## config.mk

```make
export PLATFORM = sky130hd
export DESIGN_NAME = pswr_ctrl
export DESIGN_NICKNAME = d
export VERILOG_FILES = /design/src/rtl/core/pswr_pkg.sv /design/src/rtl/core/pswr_ctrl.sv
export SDC_FILE = /design/constraint.sdc
export NUM_CORES = 1
export LEC_CHECK = 0
export BUFFER_PORTS_ARGS = -buffer_cell sky130_fd_sc_hd__buf_2
export CAP_MARGIN = 20
export CORE_MARGIN = 2
export CORE_UTILIZATION = 40
export CTS_CLUSTER_DIAMETER = 60
export DETAILED_ROUTE_END_ITERATION = 7
export PLACE_DENSITY_LB_ADDON = 0.1
export SLEW_MARGIN = 40
export SYNTH_ARGS = -nofsm -noshare
export SYNTH_HDL_FRONTEND = slang
export SYNTH_SLANG_ARGS = --single-unit
```

## constraint.sdc

```tcl
create_clock -name i_clk -period 3.1 [get_ports i_clk]
set_clock_uncertainty 0.15 [all_clocks]
set_input_delay 0.93 -clock i_clk [delete_from_list [all_inputs] [get_ports i_clk]]
set_output_delay 0.93 -clock i_clk [all_outputs]
set_load 0.05 [all_outputs]
```

## src/rtl/core/pswr_pkg.sv

```systemverilog
// ----------------------------------------------------------------------------
// pswr_pkg
// shared types and constants of the per-source sliding window rate counter
// ----------------------------------------------------------------------------
package pswr_pkg;

    localparam int ID_W     = 32;
    localparam int TIME_W   = 64;
    localparam int WIN_W    = 32;
    localparam int OCNT_W   = 9;
    localparam int STAT_W   = 2;

    localparam logic [WIN_W-1:0] WINDOW_RESET = 32'd10000000;

    // result status codes
    localparam logic [STAT_W-1:0] ST_OK        = 2'd0;
    localparam logic [STAT_W-1:0] ST_TBL_FULL  = 2'd1;
    localparam logic [STAT_W-1:0] ST_RING_FULL = 2'd2;

    // controller to datapath
    typedef struct packed {
        logic latch;     // capture input beat
        logic scan_clr;  // restart table scan
        logic scan_inc;  // next table entry
        logic alloc;     // claim current entry for new source
        logic set_full;  // table full, event dropped
        logic load;      // fetch head/count, compute window start
        logic rd;        // read ring slot at head
        logic expire;    // drop expired oldest time
        logic drop;      // ring full, drop oldest
        logic append;    // store new time, write back head/count
        logic out_load;  // move result to output register
    } t_cmd;

    // datapath to controller
    typedef struct packed {
        logic hit;       // current entry valid and id matches
        logic free;      // current entry invalid
        logic last;      // current entry is the last one
        logic cnt_zero;  // working count is zero
        logic cnt_full;  // working count equals ring depth
        logic older;     // read time is below window start
        logic out_busy;  // output register held by a stall
    } t_sts;

endpackage

```

## src/rtl/core/pswr_ctrl.sv

```systemverilog
// ----------------------------------------------------------------------------
// pswr_ctrl
// sequencer for lookup, expiry walk, append and result hand-off
// ----------------------------------------------------------------------------
module pswr_ctrl (
    input  logic            i_clk,
    input  logic            i_rst_n,
    input  logic            i_in_valid,
    output logic            o_in_ready,
    input  pswr_pkg::t_sts  i_sts,
    output pswr_pkg::t_cmd  o_cmd
);
    import pswr_pkg::*;

    typedef enum logic [6:0] {
        S_IDLE = 7'b0000001,
        S_SCAN = 7'b0000010,
        S_LOAD = 7'b0000100,
        S_RD   = 7'b0001000,
        S_CMP  = 7'b0010000,
        S_APP  = 7'b0100000,
        S_DONE = 7'b1000000
    } t_state;

    t_state r_state;
    t_state n_state;

    always_ff @(posedge i_clk) begin
        if (!i_rst_n) begin
            r_state <= S_IDLE;
        end else begin
            r_state <= n_state;
        end
    end

    always_comb begin
        n_state = r_state;
        o_cmd   = '0;
        case (r_state)
            S_IDLE: begin
                if (i_in_valid) begin
                    o_cmd.latch    = 1'b1;
                    o_cmd.scan_clr = 1'b1;
                    n_state        = S_SCAN;
                end
            end
            S_SCAN: begin
                if (i_sts.free) begin
                    o_cmd.alloc = 1'b1;
                    n_state     = S_LOAD;
                end else if (i_sts.hit) begin
                    n_state = S_LOAD;
                end else if (i_sts.last) begin
                    o_cmd.set_full = 1'b1;
                    n_state        = S_DONE;
                end else begin
                    o_cmd.scan_inc = 1'b1;
                end
            end
            S_LOAD: begin
                o_cmd.load = 1'b1;
                n_state    = S_RD;
            end
            S_RD: begin
                if (i_sts.cnt_zero) begin
                    n_state = S_APP;
                end else begin
                    o_cmd.rd = 1'b1;
                    n_state  = S_CMP;
                end
            end
            S_CMP: begin
                if (i_sts.older) begin
                    o_cmd.expire = 1'b1;
                    n_state      = S_RD;
                end else begin
                    n_state = S_APP;
                end
            end
            S_APP: begin
                if (i_sts.cnt_full) begin
                    o_cmd.drop = 1'b1;
                end else begin
                    o_cmd.append = 1'b1;
                    n_state      = S_DONE;
                end
            end
            S_DONE: begin
                if (!i_sts.out_busy) begin
                    o_cmd.out_load = 1'b1;
                    n_state        = S_IDLE;
                end
            end
            default: begin
                n_state = S_IDLE;
            end
        endcase
    end

    assign o_in_ready = (r_state == S_IDLE);

endmodule

```

==> metrics.txt, run 1 <==
status=finished, final reports clean; number of CTS-inserted buffers=3; die width=41.8 um; GRT Total Usage=0.187; Placement Cell Area=722 sq um; minimum clock period after layout=3.02 ns; top cells by count, synth=dfxtp_1 (7), nand2_1 (5), nor2_1 (5), o21ai_0 (5); DRT Wirelength=1.45 mm; Setup crit end kind=output port; first-pass GRT wire length=2.47 mm; routed wl met2=between 700 and 800 um; number of global-route vias before repair=571; Post-synth EDFFs=0; cell leakage power=0.331 nW; cts hold-fix bufs=0; die area=0.00174 sq mm; CTS Root Buffer Type=clkbuf_4; max reg flops=7; per-cell routed wire length=13.4 um; Final Cycle Share=0.975; top_reg_cell synth=dfxtp_1; hold_sp=r_state[6]$_SDFFE_PN0P_; Async SR Flop Fraction=0; internal reg-to-reg setup slack=1.08 ns; Hold Vio Cnt, Final=0; most frequent cell after synthesis=dfxtp_1; clk buf depth=2; DRC violations left=0; routability cong.=between 0.7 and 0.8; Rows=13; Yosys Warn Count=0; Max Cap Viol=0; Reg-to-Reg End=r_state[4]$_SDFFE_PN0P_; Clock transition at path regs=0.05 ns; initial cell density of the core=0.433; Hold Crit Depth=3; top cells by area, synth=dfxtp_1 (25%), and4_1 (4.6%), and2_1 (4.4%); Synth area leader=dfxtp_1; pre-CTS setup slack=0.0894 ns; DR WL met3=~90 um; Final HPWL DP=1.11 mm; PD cells=362 mW/mm^2; largest register by flop count=r_state; Syn Nets=80; Clock Sinks=7; Max Slew Vio Count=0; H-tree levels=1; layout cells sized above 1=0.430; top cell type's share of synthesized area=0.246; antenna-violating nets left=0; clk_lat worst skew=approximately 0.26 ns; final setup vio count=0; Finished Layout Cells=108; Iter 0 DRT Violations=10; maximum clock rate=331 MHz; nets=104; I/O pin cnt=22; Yosys cell types=36; maximum VDD drop=0.000241 V; fin area=753 sq um; destination of the worst hold path=r_state[6]$_SDFFE_PN0P_; core area=0.00132 sq mm; largest registers=r_state (7); Syn-to-layout area delta=32.0%; WP data required=2.02 ns; CP max FO=10; met1 wire length=596 um; sequential-to-total area share from yosys stat=0.246; vias after detailed routing=between 600 and 700; input/output buffers=21; CTS tree=built; Mapped Area=571 sq um; syn avg cell area=8.15 sq um; initial antenna violation count=0; Hold WC Path Type=reg2reg; actual slew at the worst max-slew pin=~0.45 ns; Min Hold Slack=0.470 ns; Slew headroom=0.701; Vert. Die Dim=between 40 and 50 um; R2R Path Start=r_state[5]$_SDFFE_PN0P_; detail-routed via count per cell=5.58; Antenna Cells=0; placed cells=~100; startpoint types=register; Critical Path AT=1.94 ns; TritonRoute pass-1 iters=4; Final WS setup=0.0763 ns; Post-Syn Instances=70; total power=approximately 270 uW; GRT Residual Overflow=0; Setup CP Type=reg2out; DR top layer=met4; post-synthesis register bit count=7; largest net degree at the start of global routing=11; Worst R2R Path Depth=5
## area by class of cell
type	instances	area [sq um]
multi-input cells	55	422
clock buffers	4	26.3
repair buffers	26	143
inverters	1	3.75
well taps	15	18.8
flip-flops and latches	7	140
fillers	123	564
## worst max-delay path, cell delays in order, from the launching register on
cell	delay (ns)
dfxtp_1	0.40
or4b_1	0.66
nor3_2	0.22
and2_1	0.15
buf_2	0.25
## repair_timing
action	4_1_cts	5_1_grt
endpoints found under the setup margin	0	1
resized for setup	0	1
buffers inserted	0	0
## logic make-up (layout without fill, tap and decap cells)
logic type | count (synthesis) | after routing | share of synthesized area
XOR/XNOR | 2 | 2 | 0.0307
buffers and inverters | 8 | 31 | 0.0768
multiplexers | 2 | 2 | 0.0373
AO/OA/AOI/OAI | 11 | 11 | 0.134
flip-flops | 7 | 7 | 0.246
AND/OR/NAND/NOR | 40 | 40 | 0.476
## routing by layer
metal	GRT usage	vias to the layer above
met5	0	-
met4	0.0387	0
met3	0.0783	3
met1	0.195	276
met2	0.344	20
li1	-	304
## through the flow
stage | TNS [ns] | util
5_1_grt | -0.0120 | 0.572
3_5_place_dp | 0 | 0.548
4_1_cts | 0 | 0.568
3_3_place_gp | 0 | 0.548
2_1_floorplan | -0.222 | -
6_report | 0 | 0.572
## placed cells by master (no fill, tap or decap), types with 2 or more instances in the layout
master / n
buf_4: 5
dfxtp_1: 7
nor2_1: 5
nor3_1: 3
nand2_1: 5
xor2_1: 2
nand3b_1: 2
nor4_4: 2
nor4_2: 2
buf_2: 21
nor3b_1: 3
o21ai_0: 5
and4_1: 3
and2_1: 3
clkbuf_4: 3
## power by group
part,internal (mW),switching (mW)
clock network,0.0493,0.0369
logic,0.0306,0.0556
registers,0.0938,0.00635
total,0.174,0.0989
## worst max-delay path by stage
stage	start	endpoint	slack [ns]
floorplan	r_state[2]$_SDFFE_PN0P_	o_cmd[10]	-0.22
finish	r_state[5]$_SDFFE_PN0P_	o_cmd[6]	0.08
global placement	i_sts[5]	o_cmd[6]	0.10
detailed placement	i_sts[5]	o_cmd[6]	0.09
CTS	r_state[5]$_SDFFE_PN0P_	o_cmd[6]	0.06
global route	r_state[5]$_SDFFE_PN0P_	o_cmd[6]	-0.01
(Power assumes the default switching activity.)
==> run 2, diff against run 1 <==
CORE_AREA = 2 2 39 41   (was unset)
CORE_MARGIN = unset   (was 2)
CORE_UTILIZATION = unset   (was 40)
CTS_BUF_LIST = sky130_fd_sc_hd__clkbuf_8   (was unset)
DIE_AREA = 0 0 41 43   (was unset)
clock period = 3.2 ns   (was 3.1 ns; I/O delays follow)
==> run 2 against run 1 <==
  * Routed wire length down 15%
  * Total power increased by 9.2%
  * Hold slack improved by 0.015 ns
  * Die area up 1.1%
  * Setup slack better by 0.072 ns
  * Combinational power fell by 4.9%
  * Final area rose by 2.0%
  * Clock power is 38% higher
  * Non-clock buffer count stayed put
  * Largest power group is now clock
==> metrics.txt, run 2 (synthesis gave the netlist of run 1 again) <==
status=finished, final reports clean; Rows=14 (+1); total power=298 uW (+9.2%); Hold Crit Depth=3 (unchanged); Max Slew Vio Count=0 (unchanged); actual slew at the worst max-slew pin=0.423 ns (-0.0249 ns); number of CTS-inserted buffers=3 (unchanged); Hold Vio Cnt, Final=0 (unchanged); Resize count post-CTS=0 (unchanged); most frequent cells in the layout=buf_2 (21), dfxtp_1 (7); DRC violations left=0 (unchanged); die width=41 um (-1.8%); Critical Path AT=1.94 ns (about the same); cell leakage power=0.343 nW (+3.4%); placed cells=105 (+0.96%); largest registers=r_state (7); critical path's slowest cell=or2_2; grt peak-use layer=met2; I/O pin cnt=22 (unchanged); pre-CTS setup slack=0.136 ns (+0.0461 ns); Max Cap Viol=0 (unchanged); fin area=768 sq um (+2.0%); GRT Residual Overflow=0 (unchanged); maximum VDD drop=0.000291 V (+21%); M2 GR Usage=0.231 (-0.112); PD cells=388 mW/mm^2 (+7.1%); largest register by flop count=r_state; internal reg-to-reg setup slack=1.22 ns (+0.14 ns); Placement Cell Area=723 sq um (+0.17%); CP max FO=3 (-7); biggest cell delay along the critical path=0.33 ns (-0.33 ns); Final HPWL DP=1.02 mm (-8.7%); Iter 0 DRT Violations=3 (-7); initial cell density of the core=0.412 (-0.0208); unrepaired setup endpoints after global routing=no; antenna-violating nets left=0 (unchanged); Final WS setup=0.148 ns (+0.0716 ns); cts hold-fix bufs=0 (unchanged); CTS Root Buffer Type=clkbuf_8; number of global-route vias before repair=447 (-22%); Slew headroom=0.717 (+0.0166); per-cell routed wire length=11.3 um (-16%); largest net degree at the start of global routing=11 (unchanged); WP data required=2.09 ns (+0.07 ns); max reg flops=7 (unchanged); Antenna Cells=0 (unchanged); Post-CTS Repair Setup Buffers=0 (unchanged); core area=0.00138 sq mm (+5.0%); Setup crit end kind=output port; nets=104 (unchanged); most used cell along the critical path=buf_2; GRT Total Usage=0.157 (-0.0298); H-tree levels=1 (unchanged); Finished Layout Cells=109 (+0.93%); hold_sp=r_state[6]$_SDFFE_PN0P_; destination of the worst hold path=r_state[6]$_SDFFE_PN0P_; Setup CP Type=in2out; Clock Sinks=7 (unchanged); critical path, cell by cell=buf_2 -> or2_2 -> nor3_1 -> and2_1 -> buf_2; startpoint types=primary input; Reg-to-Reg End=r_state[4]$_SDFFE_PN0P_; Final Cycle Share=0.954; Clock transition at path regs=0.04 ns (about the same); setup tns final=0 ns (unchanged); M1 GR Usage=0.213 (+0.0182); minimum clock period after layout=3.05 ns; detail-routed via count per cell=5.36 (-4.0%); first-pass GRT wire length=1.87 mm (-24%); Worst R2R Path Depth=5 (unchanged); Critical Path Start=i_sts[5]; TritonRoute pass-1 iters=3 (-1); commonest non-fill, non-tap cell in the layout=buf_2; die area=0.00176 sq mm (+1.1%); clk_lat worst skew=0.22 ns (-0.04 ns); routability cong.=0.728 (-8.5%); maximum clock rate=328 MHz; R2R Path Start=r_state[5]$_SDFFE_PN0P_; DRT Wirelength=1.23 mm (-15%); final setup vio count=0 (unchanged); Hold WC Path Type=reg2reg; GRT met3 Usage=0.0366 (-0.0416); CTS tree=built; vias after detailed routing=584 (-3.2%); initial antenna violation count=0 (unchanged); Syn-to-layout area delta=34.6%; layout cells sized above 1=0.419 (-0.0108); Vert. Die Dim=43 um (+3.0%); input/output buffers=21 (unchanged); clk buf depth=2 (unchanged)
[run 2: cell types whose count changed in the layout (fill, tap and decap cells not counted)]
| cell | previous run | this run |
|---|---|---|
| clkbuf_8 | 0 | 3 |
| inv_1 | 1 | 2 |
| nor3_1 | 3 | 4 |
| clkbuf_1 | 1 | 0 |
| clkbuf_4 | 3 | 0 |
| nor3_2 | 1 | 0 |
[run 2: layer usage]
layer | part of all wire | vias up
met5 | 0 | -
li1 | - | 304
met1 | 0.46 | 261
met2 | 0.47 | 17
met3 | 0.051 | 2
met4 | 0.013 | 0
[run 2: cell type report]
cell class	instances	area, sq um
repair buffers	26	143
flip-flops and latches	7	140
clock inverters	1	3.75
multi-input cells	55	417
inverters	1	3.75
clock buffers	3	41.3
fillers	148	616
well taps	16	20.0
[run 2: power breakdown]
part           switching, mW  internal [mW]  total, mW
clock network         0.0363         0.0827      0.119
logic                 0.0524         0.0297     0.0820
registers            0.00529         0.0914     0.0967
[run 2: per-stage QoR]
step,hold slack (ns),utilization
floorplan,0.438,-
global placement,0.477,0.523
detailed placement,0.482,0.523
CTS,0.488,0.555
global route,0.540,0.555
finish,0.485,0.555
[run 2: critical path, delay by kind of cell]
family                 cells  cell delay (ns)
and+or+nand+nor            3             0.63
buffers and inverters      2             0.35
[run 2: worst max path at each step]
stage	end	slack, ns
final	o_cmd[6]	0.15
after global routing	o_cmd[6]	0.08
after CTS	o_cmd[6]	0.13
after detailed placement	o_cmd[6]	0.14
after global placement	o_cmd[6]	0.14
after floorplan	o_cmd[10]	-0.21
==> run 3, diff against run 2 <==
SLEW_MARGIN = 20   (was 40)
clock period = 3.9 ns   (was 3.2 ns; I/O delays follow)
==> run 3 against run 2 <==
  * Sequential power decreased by 17%
  * Die area stayed put
  * Clock power is 19% lower
  * Sequential cell count is the same
  * Count of clock-buffer cells in the layout unchanged
  * Register-to-register slack improved by 0.69 ns
  * Routed wire length grew 9.5%
  * Critical path depth did not move
  * Setup slack better by 0.27 ns
  * First-iteration DRC count grew to 3.7 times the previous value
  * Critical path type unchanged
==> metrics.txt, run 3 (synthesis gave the netlist of run 1 again) <==
detail-routed via count per cell=5.65 (+5.5%); I/O pin cnt=22 (unchanged); actual slew at the worst max-slew pin=0.411 ns (-0.0124 ns); most frequent cells in the layout=buf_2 (21), dfxtp_1 (7), nor2_1 (5), nand2_1 (5), o21ai_0 (5); antenna-violating nets left=0 (unchanged); H-tree levels=1 (unchanged); Hold Vio Cnt, Final=0 (unchanged); Fillers=144 (-2.7%); Slew headroom=0.725 (+0.00829); initial cell density of the core=0.412 (unchanged); unrepaired setup endpoints after global routing=no; largest net degree at the start of global routing=12 (+1); CTS tree=built; Vert. Die Dim=43 um (unchanged); PD cells=334 mW/mm^2 (-14%); Finished Layout Cells=104 (-4.6%); critical path's slowest cell=or2_2; Max Slew Vio Count=0 (unchanged); input/output buffers=21 (unchanged); startpoint types=primary input; largest registers=r_state (7); placed cells=100 (-4.8%); die area=0.00176 sq mm (unchanged); number of CTS-inserted buffers=3 (unchanged); Antenna Cells=0 (unchanged); core area=0.00138 sq mm (unchanged); maximum VDD drop=0.000198 V (-32%); Max Cap Viol=0 (unchanged); Worst R2R Path Depth=4 (-1); per-cell routed wire length=12.9 um (+15%); cts hold-fix bufs=0 (unchanged); DRC violations left=0 (unchanged); CP max FO=3 (unchanged); Rows=14 (unchanged); Clock transition at path regs=0.04 ns (about the same); Top Family by Delay on Critical Path=simple AND/OR/NAND/NOR gates; minimum clock period after layout=between 3 and 4 ns; initial antenna violation count=0 (unchanged); number of global-route vias before repair=488 (+9.2%); destination of the worst hold path=r_state[6]$_SDFFE_PN0P_; layout cells sized above 1=0.364 (-0.0557); GRT Residual Overflow=0 (unchanged); largest register by flop count=r_state; Setup CP Type=in2out; Clock Sinks=7 (unchanged); R2R Path Start=r_state[5]$_SDFFE_PN0P_; internal reg-to-reg setup slack=1.91 ns (+0.69 ns); max reg flops=7 (unchanged); Final HPWL DP=1.00 mm (-1.4%); status=finished, final reports clean; Critical Path AT=2.16 ns (+0.22 ns); Resize count post-CTS=0 (unchanged); GRT Total Usage=0.175 (+0.0186); Hold WC Path Type=reg2reg; TritonRoute pass-1 iters=4 (+1); DRT Wirelength=1.34 mm (+9.5%); Reg-to-Reg End=r_state[4]$_SDFFE_PN0P_; critical path, cell by cell=buf_2 -> or2_2 -> nor3_1 -> and2_1 -> buf_2; most used cell along the critical path=buf_2; hold_sp=r_state[6]$_SDFFE_PN0P_; CTS Root Buffer Type=clkbuf_8; die width=41 um (unchanged); setup tns final=0 ns (unchanged); cell leakage power=0.313 nW (-8.7%); clk buf depth=2 (unchanged); first-pass GRT wire length=2.11 mm (+13%); maximum clock rate=roughly 290 MHz; Final Cycle Share=0.893; clk_lat worst skew=0.22 ns (about the same); CP bufs+invs=2 (unchanged); Post-CTS Repair Setup Buffers=0 (unchanged); final setup vio count=0 (unchanged); WP data required=2.58 ns (+0.49 ns); Setup crit end kind=output port; nets=99 (-4.8%); routability cong.=0.784 (+7.6%); Syn-to-layout area delta=26.5%; commonest non-fill, non-tap cell in the layout=buf_2; biggest cell delay along the critical path=0.33 ns (about the same); Hold Crit Depth=2 (-1); Iter 0 DRT Violations=11 (+8); vias after detailed routing=588 (+0.68%)
==> run 3: cell types whose count changed in the layout (fill, tap and decap cells not counted), sizes merged <==
| cell | before | now |
|---|---|---|
| buf | 26 | 21 |
==> run 3: worst reg2reg max path, stage by stage (launching register included) <==
cell and delay (ns):
dfxtp_1 0.41, or4b_1 0.65, nor4_4 0.33, nor2_1 0.13
and4_1 0.21
==> run 3: worst max-delay path by stage <==
stage / cells after the start / to / start / slack [ns]
2_1_floorplan: 6 / o_cmd[10] / r_state[2]$_SDFFE_PN0P_ / 0.07
3_3_place_gp: 5 / o_cmd[6] / i_sts[5] / 0.42
3_5_place_dp: 5 / o_cmd[6] / i_sts[5] / 0.42
4_1_cts: 5 / o_cmd[6] / i_sts[5] / 0.41
5_1_grt: 4 / o_cmd[8] / i_sts[5] / 0.35
6_report: 5 / o_cmd[6] / i_sts[5] / 0.42
==> run 3: per-stage QoR <==
step / hold slack (ns) / util / power (mW) / cell area, sq um / setup WS [ns]
after floorplan: 0.438 / - / 0.132 / 592 / 0.0746
after global placement: 0.452 / 0.489 / 0.146 / 677 / 0.423
after detailed placement: 0.452 / 0.489 / 0.147 / 677 / 0.418
after CTS: 0.455 / 0.522 / 0.245 / 722 / 0.412
after global routing: 0.515 / 0.522 / 0.257 / 722 / 0.354
final: 0.454 / 0.522 / 0.241 / 722 / 0.418
==> run 3: final cells by class <==
| type | instances | area, sq um | area share |
|---|---|---|---|
| flip-flops and latches | 7 | 140 | 0.194 |
| clock inverters | 1 | 3.75 | 0.00520 |
| clock buffers | 3 | 41.3 | 0.0572 |
| multi-input cells | 55 | 408 | 0.565 |
| repair buffers | 21 | 105 | 0.146 |
| inverters | 1 | 3.75 | 0.00520 |
| well taps | 16 | 20.0 | 0.0277 |
==> run 3: report_power, final <==
group | internal, mW | switching [mW] | leakage, nW
Clock | 0.0678 | 0.0285 | 0.0269
Combinational | 0.0226 | 0.0418 | 0.229
Sequential | 0.0750 | 0.00575 | 0.0569
==> run 3: metal layers <==
metal	global-route usage	share of wire
met1	0.257	0.49
met3	0.0314	0.053
met5	0	0
met2	0.231	0.45
met4	0.100	0.0060
